--- config.mk ---
export PLATFORM = sky130hd
export DESIGN_NAME = wls_meta_mem
export DESIGN_NICKNAME = d
export VERILOG_FILES = /design/src/design/wls_pkg.sv /design/src/design/wls_meta_mem.sv
export SDC_FILE = /design/constraint.sdc
export NUM_CORES = 1
export LEC_CHECK = 0
export BUFFER_PORTS_ARGS = -buffer_cell sky130_fd_sc_hd__buf_2
export CAP_MARGIN = 0
export CORE_ASPECT_RATIO = 1.5
export CORE_UTILIZATION = 35
export CTS_CLUSTER_SIZE = 12
export DETAILED_ROUTE_END_ITERATION = 10
export GPL_ROUTABILITY_DRIVEN = 0
export PLACE_DENSITY_LB_ADDON = 0.08
export SLEW_MARGIN = 20
export SYNTH_ARGS = -nofsm -noshare
export SYNTH_HDL_FRONTEND = slang
export SYNTH_SLANG_ARGS = --single-unit
--- constraint.sdc ---
create_clock -name i_clk -period 17.9 [get_ports i_clk]
set_input_delay 0.895 -clock i_clk [delete_from_list [all_inputs] [get_ports i_clk]]
set_output_delay 0.895 -clock i_clk [all_outputs]
set_load 0.02 [all_outputs]
--- src/design/wls_pkg.sv ---
`timescale 1ns / 1ps
`default_nettype none

package wls_pkg;

    localparam int WINDOW      = 256;
    localparam int CHANNELS    = 7;
    localparam int SAMPLE_BITS = 32;

    localparam int CNT_W   = $clog2(WINDOW + 1);
    localparam int IDX_W   = $clog2(WINDOW);
    localparam int META_AW = (CHANNELS > 1) ? $clog2(CHANNELS) : 1;
    localparam int RING_D  = CHANNELS * WINDOW;
    localparam int RING_AW = $clog2(RING_D);

    typedef logic [SAMPLE_BITS-1:0] t_sample;
    typedef logic [RING_AW-1:0]     t_ring_addr;
    typedef logic [META_AW-1:0]     t_meta_addr;

    typedef enum logic [1:0] {
        FN_RECORD = 2'd0,
        FN_CLEAR  = 2'd1,
        FN_QUERY  = 2'd2
    } t_func;

    typedef enum logic [2:0] {
        ST_IDLE,
        ST_META,
        ST_CAND_RD,
        ST_CAND_WAIT,
        ST_SCAN,
        ST_EMIT
    } t_state;

    typedef struct packed {
        logic [CNT_W-1:0] fill;
        logic [IDX_W-1:0] wp;
        logic [31:0]      total;
        t_sample          peak;
        t_sample          latest;
    } t_meta;

    typedef struct packed {
        logic       we;
        logic       clr;
        t_meta_addr addr;
        t_meta      data;
    } t_meta_wr;

    typedef struct packed {
        logic       we;
        t_ring_addr addr;
        t_sample    data;
    } t_ring_wr;

    typedef struct packed {
        logic        stats_valid;
        logic [31:0] total_count;
        logic [31:0] max_value;
        logic [31:0] last_value;
        logic [31:0] median_value;
    } t_result;

endpackage

`default_nettype wire

--- src/design/wls_meta_mem.sv ---
`timescale 1ns / 1ps
`default_nettype none

module wls_meta_mem (
    input  wire                   i_clk,
    input  wire                   i_rst_n,
    input  wls_pkg::t_meta_wr     i_wr,
    input  wls_pkg::t_meta_addr   i_rd_addr,
    output wls_pkg::t_meta        o_rd_data
);
    import wls_pkg::*;

    t_meta                mem [CHANNELS];
    logic [CHANNELS-1:0]  r_vld;
    t_meta                r_rd;
    logic                 r_rd_vld;

    always_ff @(posedge i_clk) begin
        if (i_wr.we && !i_wr.clr) begin
            mem[i_wr.addr] <= i_wr.data;
        end
        r_rd <= mem[i_rd_addr];
    end

    // an entry without its valid bit reads as the cleared state
    always_ff @(posedge i_clk) begin
        if (!i_rst_n) begin
            r_vld    <= '0;
            r_rd_vld <= 1'b0;
        end else begin
            if (i_wr.we) begin
                r_vld[i_wr.addr] <= !i_wr.clr;
            end
            r_rd_vld <= r_vld[i_rd_addr];
        end
    end

    assign o_rd_data = r_rd_vld ? r_rd : '0;

endmodule

`default_nettype wire

==> results by stage, run 1 <==
STA:
- The clock period minus final worst setup slack is ~4400 ps.
- For this run, the top clock speed supported by timing is around 230 MHz.
- The number of pins with negative max-slew slack in the final report is 0.
- Hold is met by between 400 and 500 ps.
- After routing, the total negative slack on setup checks comes to 0 ps.
- The final number of hold-violating endpoints is 0.
- The final worst-path cycle share is roughly a quarter.
- The clock arrives with about 15 ps of skew.
- Setup repair after global routing left no endpoint under its margin.
- The final setup violation count is 0.
- The worst pin sits at a relative slew slack of 32.2%.
- For the pin with the worst max-slew slack, the measured transition is 1020 ps.
- The final critical-path setup slack is between 10,000 and 15,000 ps.

Clocking:
- The sink count of the clock tree is 912.
- The total clock buffers created by CTS is slightly below 90.
- The later pin in the worst-skew pair is clocked with a latency of ~650 ps.
- Post-CTS timing repair inserted 0 buffers for setup.
- Counting along the longest clock path gives a buffer depth of 3.
- Hold repair after CTS inserted 0 buffers.
- The tree is rooted in a sky130_fd_sc_hd__clkbuf_16.
- Gates resized during post-CTS repair numbered 0.
- After clock tree synthesis, the clock-pin slew on the worst setup and hold paths is 60 ps.
- TritonCTS built the clock tree.
- In this run the number of H-tree levels came out at 3.

Logic synthesis:
- Dividing the synthesized area by the synthesized cell count gives approximately 17 um^2.
- Of the total synthesized cell area, the portion taken by XOR and XNOR cells is 0%.
- The synthesized netlist net count is 2,093.
- The share of cell area taken by muxes after synthesis is a little over 10%.
- The area fraction in compound gates after synthesis is 6.48%.
- The area share of fa/ha/maj cells after synthesis is 0%.
- The post-synthesis instance area is 33,700 um^2.
- During synthesis, Yosys emitted a total of 0 warnings.
- The proportion of synthesized chip area in sequential cells is 77.6%.
- By area, the combinational part of the netlist is dominated by multiplexers.
- After synthesis the netlist holds a flip-flop and latch count of 912.
- The synthesized netlist devotes around 3.8% of its cell area to simple gates.
- The unique cell type count in the Yosys netlist is 30.
- Synthesis handed over a netlist of around 2,000 instances.

Drt:
- The number of vias per cell is around 5.
- Before antenna repair, the detailed router went through 5 iterations.
- The total wire length after detailed routing is a little over 80,000 um.
- The count of nets left with antenna violations after detail routing is 0.
- After detailed routing, the number of remaining DRC violations is 0.
- The detailed-route via count is around 17,000.
- The number of violations reported at the end of detailed-routing iteration 0 is between 700 and 800.
- The detail-routed net length per standard cell is 22.7 um.

Floorplan:
- From bottom edge to top edge, the die measures between 300 and 400 um.
- The die boundary width is roughly 260 um.
- The number of top-level pins is approximately 240.
- The effective utilization at floorplan is 35.3%.
- The core area is roughly 96,000 um^2.
- The site row count is between 100 and 150.
- The die covers roughly 98,000 um^2.

Setup path:
- The startpoint-to-endpoint class of the critical path is input pin to register.
- STA puts the critical path data required time at between 15,000 and 20,000 ps.
- STA puts the critical path data arrival time at slightly below 5000 ps.
- Along the worst path, the maximum fanout reaches 117.
- The worst setup path is launched from an input pin.
- The kind of end point of the critical path is a register.

Pwr:
- The combinational share of power is 4.9%.
- Of the total power, the share spent switching nets is between 20% and 30%.
- The worst-case IR drop observed on VDD is ~0.000061 V.
- Registers are responsible for a little over half of the overall power.
- The net load switching power is ~930 uW.
- The clock power share is between 40 and 50%.
- Dividing total power by cell area gives a power density of roughly 110 nW/um^2.
- The cell-internal power is between 3 and 4 mW.
- The leakage power total is ~15 nW.
- The total power of the final layout is roughly 4.3 mW.

GRT:
- The via count of the first global-routing pass is 18,300.
- The met2 capacity usage during global routing is around 28%.
- In the global route stage, met1 resource usage came out at a little over a fifth.
- For this run, global-route usage on met3 was measured as under 10%.
- Across every metal layer, demand over resource in global routing totals roughly 16%.
- The first-pass GRT wire length is between 100,000 and 150,000 um.
- Entering global routing, the biggest net connects around 120 pins.
- The remaining global-route overflow is 0.
- The number of antenna violations at the first check in global routing came to 30.
- The layer flagged by global routing as most heavily used is met2.

Place:
- Prior to clock tree synthesis, the placed netlist has a worst setup slack of between 10,000 and 15,000 ps.
- The number of placed instances, taps included, is between 3,000 and 4,000.
- The HPWL after detailed placement is around 40,000 um.
- During placement, the flow inserted port buffers numbering around 240.

Final layout:
- The finished layout holds 3,550 standard cells, fillers aside.
- The area growth from synthesis to final layout is 15.1%.
- In the final layout, the share of cells above drive strength 1 is between 10% and 20%.
- The final layout contains roughly 2,300 nets.

Run:
- The max-capacitance violation count is 0.

Status:
- The flow ran to the end, and the final reports show no timing, DRC or antenna violations.

Min path:
- The tightest min-delay check is of the register to register type.
==> logic make-up (layout without fill, tap and decap cells) <==
| logic type | after synthesis | count (layout) |
|---|---|---|
| buffers and inverters | 117 | 425 |
| muxes | 343 | 343 |
| and+or+nand+nor | 250 | 250 |
| AOI/OAI and AO/OA | 348 | 348 |
| other | 0 | 3 |
| DFF | 912 | 912 |
==> registers in the layout, indices dropped and copies added (netlist names) <==
signal	count
r_rd_vld	1
r_vld	7
mem	791
r_rd	113
==> cells in the final DEF (no fill, tap or decap), types with 2 or more instances in the layout <==
cell type,netlist,routed
sky130_fd_sc_hd__edfxtp_1,791,791
sky130_fd_sc_hd__mux2i_1,342,342
sky130_fd_sc_hd__buf_2,18,232
sky130_fd_sc_hd__dfxtp_1,121,120
sky130_fd_sc_hd__nand2_1,117,117
sky130_fd_sc_hd__and2_1,114,114
sky130_fd_sc_hd__o22ai_1,113,113
sky130_fd_sc_hd__a21o_1,113,113
sky130_fd_sc_hd__o21ai_0,110,110
sky130_fd_sc_hd__clkbuf_16,0,89
sky130_fd_sc_hd__clkbuf_1,50,52
sky130_fd_sc_hd__buf_4,36,25
sky130_fd_sc_hd__clkbuf_8,0,11
sky130_fd_sc_hd__o21ai_1,5,5
sky130_fd_sc_hd__inv_6,0,5
sky130_fd_sc_hd__nor2_4,0,4
sky130_fd_sc_hd__o21a_1,4,4
sky130_fd_sc_hd__buf_12,0,4
sky130_fd_sc_hd__diode_2,0,3
sky130_fd_sc_hd__nand4b_1,3,3
sky130_fd_sc_hd__nand3b_1,2,2
sky130_fd_sc_hd__nand3_1,2,2
sky130_fd_sc_hd__clkinv_8,0,2
sky130_fd_sc_hd__clkinv_2,0,2
==> synthesized netlist by cell type <==
cell	count	area (um^2)
sky130_fd_sc_hd__buf_1	1	3.75
sky130_fd_sc_hd__o21ai_1	5	25.0
sky130_fd_sc_hd__and2_1	114	713
sky130_fd_sc_hd__nor3_1	1	5.00
sky130_fd_sc_hd__buf_6	8	90.1
sky130_fd_sc_hd__o21a_1	4	30.0
sky130_fd_sc_hd__nor2_1	4	15.0
sky130_fd_sc_hd__nand4b_1	3	26.3
sky130_fd_sc_hd__a21o_1	113	848
sky130_fd_sc_hd__buf_4	36	270
sky130_fd_sc_hd__o31a_1	1	8.76
sky130_fd_sc_hd__buf_2	18	90.1
sky130_fd_sc_hd__or2_1	1	6.26
sky130_fd_sc_hd__nand2b_1	2	12.5
sky130_fd_sc_hd__mux2i_1	342	3420
sky130_fd_sc_hd__nand3_1	2	10.0
sky130_fd_sc_hd__clkbuf_1	50	188
sky130_fd_sc_hd__nand3b_1	2	15.0
sky130_fd_sc_hd__nand2_1	117	439
sky130_fd_sc_hd__nor4_1	1	6.26
sky130_fd_sc_hd__o211ai_1	1	7.51
sky130_fd_sc_hd__clkbuf_4	4	30.0
sky130_fd_sc_hd__dfxtp_1	121	2420
sky130_fd_sc_hd__edfxtp_1	791	23800
sky130_fd_sc_hd__nor2b_1	2	12.5
sky130_fd_sc_hd__o22ai_1	113	707
sky130_fd_sc_hd__mux4_2	1	22.5
sky130_fd_sc_hd__o211a_1	1	10.0
sky130_fd_sc_hd__o21ai_0	110	551
sky130_fd_sc_hd__nor3b_1	1	7.51
==> power by group through the flow <==
stage / clock network, mW / logic [mW] / registers (mW)
2_1_floorplan: 0 / 0.134 / 2.43
3_3_place_gp: 0 / 0.215 / 2.43
3_5_place_dp: 0 / 0.219 / 2.43
4_1_cts: 1.81 / 0.220 / 2.39
5_1_grt: 1.88 / 0.236 / 2.39
6_report: 1.75 / 0.214 / 2.39
==> metal layers <==
layer / vias up / wire, um
met4: 30 / 1570
met5: - / 186
met2: 364 / 39000
met1: 8875 / 35900
li1: 8030 / -
met3: 131 / 3970
==> metrics by stage <==
stage,area [um^2],util (%)
after floorplan,33700,-
after global placement,36200,37.8
after detailed placement,36200,37.8
after CTS,38800,40.6
after global routing,38800,40.6
final,38800,40.6
==> worst paths after layout <==
check,from,endpoint,cells after the start,slack (ps)
setup / recovery,i_rd_addr[2],r_rd[62]$_DFF_P_,7,13520
hold / removal,r_vld[0]$_SDFFE_PN0P_,r_vld[0]$_SDFFE_PN0P_,2,460
setup reg to reg,r_vld[2]$_SDFFE_PN0P_,r_rd_vld$_SDFF_PN0_,2,16770
hold reg to reg,r_vld[0]$_SDFFE_PN0P_,r_vld[0]$_SDFFE_PN0P_,2,460
==> critical path, stage by stage <==
cell	delay [ps]
sky130_fd_sc_hd__buf_8	570
sky130_fd_sc_hd__buf_4	860
sky130_fd_sc_hd__buf_4	910
sky130_fd_sc_hd__buf_4	900
sky130_fd_sc_hd__mux2i_1	270
sky130_fd_sc_hd__o22ai_1	100
sky130_fd_sc_hd__a21o_1	190
==> final cells by class <==
type / instances / area, um^2
repair buffers: 263 / 1460
clock buffers: 151 / 2560
well taps: 1269 / 1590
flip-flops and latches: 912 / 26200
fillers: 8819 / 56800
diodes: 3 / 7.51
clock inverters: 11 / 97.6
multi-input cells: 941 / 6960
Power figures use the tool's default switching activity.
==> run 2, diff against run 1 <==
==> constraint.sdc (replaced) <==
create_clock -name i_clk -period 4 [get_ports i_clk]
set_input_delay 0.2 -clock i_clk [delete_from_list [all_inputs] [get_ports i_clk]]
set_output_delay 0.2 -clock i_clk [all_outputs]
set_load 0.02 [all_outputs]
==> run 2 against run 1 <==
  * Worst hold slack worse by 350 ps
  * Global-route usage up 0.13 points
  * Clock skew increased by 1.2 ps
  * Combinational power grew to 5.0 times the previous value
  * Clock power increased to 4.6 times the previous value
  * Critical path depth is 4 lower
  * Non-clock buffer count grew 123
  * Critical path type is now register to output pin
  * Largest cell class unchanged
  * Highest routed layer unchanged
==> results by stage, run 2 (synthesis gave the netlist of run 1 again) <==
Clocking:
- The number of gates given a new drive strength after cts is 0 (unchanged).
- The TritonCTS clock tree is built.
- The sink count of the clock tree was 912 (unchanged).
- The total clock buffers created by CTS is 91 (+2.2%).
- The CTS H-tree depth is 3 (unchanged).
- The clock insertion delay at the later pin of the skew report was 650 ps (about the same).
- The deepest clock path buffer count is 3 (unchanged).
- The root buffer cell chosen for the clock tree is sky130_fd_sc_hd__clkbuf_16.
- The CTS clock-pin slew for the worst setup and hold paths is 60 ps (about the same).

Pwr:
- The leakage power total came to 15.2 nW (+4.4%).
- The total power divided by cell area is 492 nW/um^2 (+340%).
- The maximum VDD drop is 0.000270 V (+350%).

Drt:
- The count of nets left with antenna violations after detail routing is 0 (unchanged).
- The detailed-router iteration count before antenna repair is 5 (unchanged).
- The number of remaining DRC errors is 0 (unchanged).
- The detail-routed net length per standard cell is 22.0 um (-3.1%).
- The number of violations reported at the end of detailed-routing iteration 0 came to 787 (+5.5%).
- The number of vias per cell is 4.83 (-1.6%).
- The detailed-route via count is 17,800 (+2.0%).
- The total wire length after detailed routing was 80,900 um (+0.38%).

Setup path:
- The worst path required time is 3800 ps (-14,640 ps).
- The timing endpoint of the critical path is o_rd_data[2].
- The critical path startpoint is r_rd_vld$_SDFF_PN0_.
- The arrival time at the worst endpoint was 2340 ps (-2580 ps).
- The critical path is of the register to output pin type.
- In this run the critical register-to-register path is launched from r_vld[2]$_SDFFE_PN0P_.
- The kind of end point of the critical path is an output pin.
- The type of element launching the critical path is a register.
- The worst reg-to-reg path cell count is 3 (+1).
- The capturing point of the worst reg2reg path is r_vld[2]$_SDFFE_PN0P_.
- The worst reg-to-reg setup slack came to 2770 ps (-14,000 ps).
- The peak fanout along the critical path is 62 (-47%).

STA:
- The final clock skew is 15.8 ps (+1.18 ps).
- Setup repair after global routing left no endpoint under its margin.
- The highest achievable clock rate is slightly below 400 MHz.
- The final number of hold-violating endpoints came to 0 (unchanged).
- After layout, the minimum clock period comes to between 2000 and 3000 ps.
- The final critical-path setup slack came to 1460 ps (-12,070 ps).
- The normalized max-slew margin is 38.5% (+6.2 points).
- The final setup violation count is 0 (unchanged).
- The final worst-path cycle share is a little under two thirds.
- The number of pins with negative max-slew slack in the final report is 0 (unchanged).
- The actual transition at the worst max-transition pin is 923 ps (-93.7 ps).

Final layout:
- The area growth from synthesis to final layout is 19.7%.
- The flip-flop count of the largest register after layout is 791 (unchanged).
- The share of cells above drive strength 1 is 16.2% (-0.60 points).
- The final instance area is 40,400 um^2 (+4.0%).
- The final net count is 2,455 (+5.4%).
- The register bank with the most flops is mem.
- The end-of-flow core utilization came to 42.2% (+1.6 points).
- The commonest non-fill, non-tap cell in the layout is sky130_fd_sc_hd__edfxtp_1.
- The largest registers in the layout are mem (791), r_rd (113), r_vld (7).
- The top cell types in the final layout, fill and taps aside, are 791 x sky130_fd_sc_hd__edfxtp_1, 342 x sky130_fd_sc_hd__mux2i_1, 232 x sky130_fd_sc_hd__buf_2, 120 x sky130_fd_sc_hd__dfxtp_1, 119 x sky130_fd_sc_hd__dlygate4sd3_1.
- The count of non-filler cells in the finished layout is 3,678 (+3.6%).

GRT:
- The remaining global-route overflow came to 0 (unchanged).
- The maximum number of pins on one net before global-route repair came to 115 (-2.5%).
- The first-pass GRT wire length is 122,000 um (+2.2%).
- The via count of the first global-routing pass is 19,000 (+3.8%).
- The number of antenna violations at the first check in global routing is 5 (-83%).
- The total routing resource utilization after global routing is 16.6% (+0.13 points).

Floorplan:
- The number of top-level pins is 236 (unchanged).
- The height of the die is 382 um (unchanged).
- The die boundary width came to 256 um (unchanged).
- The site row count was 139 (unchanged).
- The core area was 95,700 um^2 (unchanged).
- The effective utilization at floorplan is 35.3% (unchanged).
- The area of the die is 97,700 um^2 (unchanged).

Status:
- The flow ran to the end, and the final reports show no timing, DRC or antenna violations.

Place:
- The HPWL after detailed placement is 40,000 um (+0.13%).
- The post-placement cell count was 3,389 (+0.12%).
- The placed standard-cell area was 36,400 um^2 (+0.61%).
- The count of buffers inserted at the top-level ports is 235 (unchanged).
- The post-place setup slack is 1590 ps (-11,180 ps).

Min path:
- The worst hold path belongs to the class input pin to register.

Run:
- The max-capacitance violation count was 0 (unchanged).
[run 2: changes by cell type in the layout (fill, tap and decap cells not counted), sizes merged]
cell	delta
bufinv	+2
inv	-4
clkinv	+2
buf	+5
dlygate4sd3	+119
clkbuf	+4
[run 2: what timing repair did]
action	in CTS	in global routing
hold buffers	119	0
endpoints found under the hold margin	799	0
endpoints found under the setup margin	0	0
setup buffers	0	0
[run 2: per-stage QoR]
| step | setup TNS [ps] | power [mW] | hold slack (ps) |
|---|---|---|---|
| 2_1_floorplan | -56360 | 11.5 | 299 |
| 3_3_place_gp | 0 | 11.9 | 455 |
| 3_5_place_dp | 0 | 11.9 | 459 |
| 4_1_cts | 0 | 20.2 | 74.3 |
| 5_1_grt | 0 | 20.6 | 119 |
| 6_report | 0 | 19.9 | 116 |
[run 2: layout make-up]
class / count / area [um^2]
Clock buffer: 156 / 2680
Sequential cell: 912 / 26200
Tap cell: 1269 / 1590
Antenna cell: 3 / 7.51
Clock inverter: 11 / 109
Timing Repair Buffer: 386 / 2850
Multi-Input combinational cell: 941 / 6980
Fill cell: 8714 / 55300
[run 2: how the worst min path moves through the flow]
stage	cells past startpoint	from	slack (ps)	to
after floorplan	0	i_wr[0]	300	mem[0][0]$_DFFE_PP_
after global placement	1	i_wr[89]	460	mem[3][89]$_DFFE_PP_
after detailed placement	1	i_wr[89]	460	mem[3][89]$_DFFE_PP_
after CTS	2	i_rd_addr[1]	70	r_rd[57]$_DFF_P_
after global routing	2	i_rd_addr[1]	120	r_rd[48]$_DFF_P_
final	2	i_rd_addr[1]	120	r_rd[57]$_DFF_P_
[run 2: critical path, stage by stage, from the launching register on]
cell and delay, ps:
sky130_fd_sc_hd__dfxtp_4 770, sky130_fd_sc_hd__buf_12 390, sky130_fd_sc_hd__and2_1 300, sky130_fd_sc_hd__buf_2 220
[run 2: where the power goes]
part           internal, mW  leakage, nW  switching (mW)
clock network          4.65         1.34            3.45
logic                 0.428         5.70           0.644
registers              10.6         8.16          0.0763
[run 2: routing by layer]
| metal | up-vias | GRT usage (%) | share of wire, % |
|---|---|---|---|
| li1 | 8264 | - | - |
| met4 | 4 | 5.49 | 2.1 |
| met1 | 9061 | 22.0 | 45 |
| met3 | 101 | 2.95 | 4.1 |
| met2 | 340 | 27.5 | 49 |
| met5 | - | 0 | 0.027 |
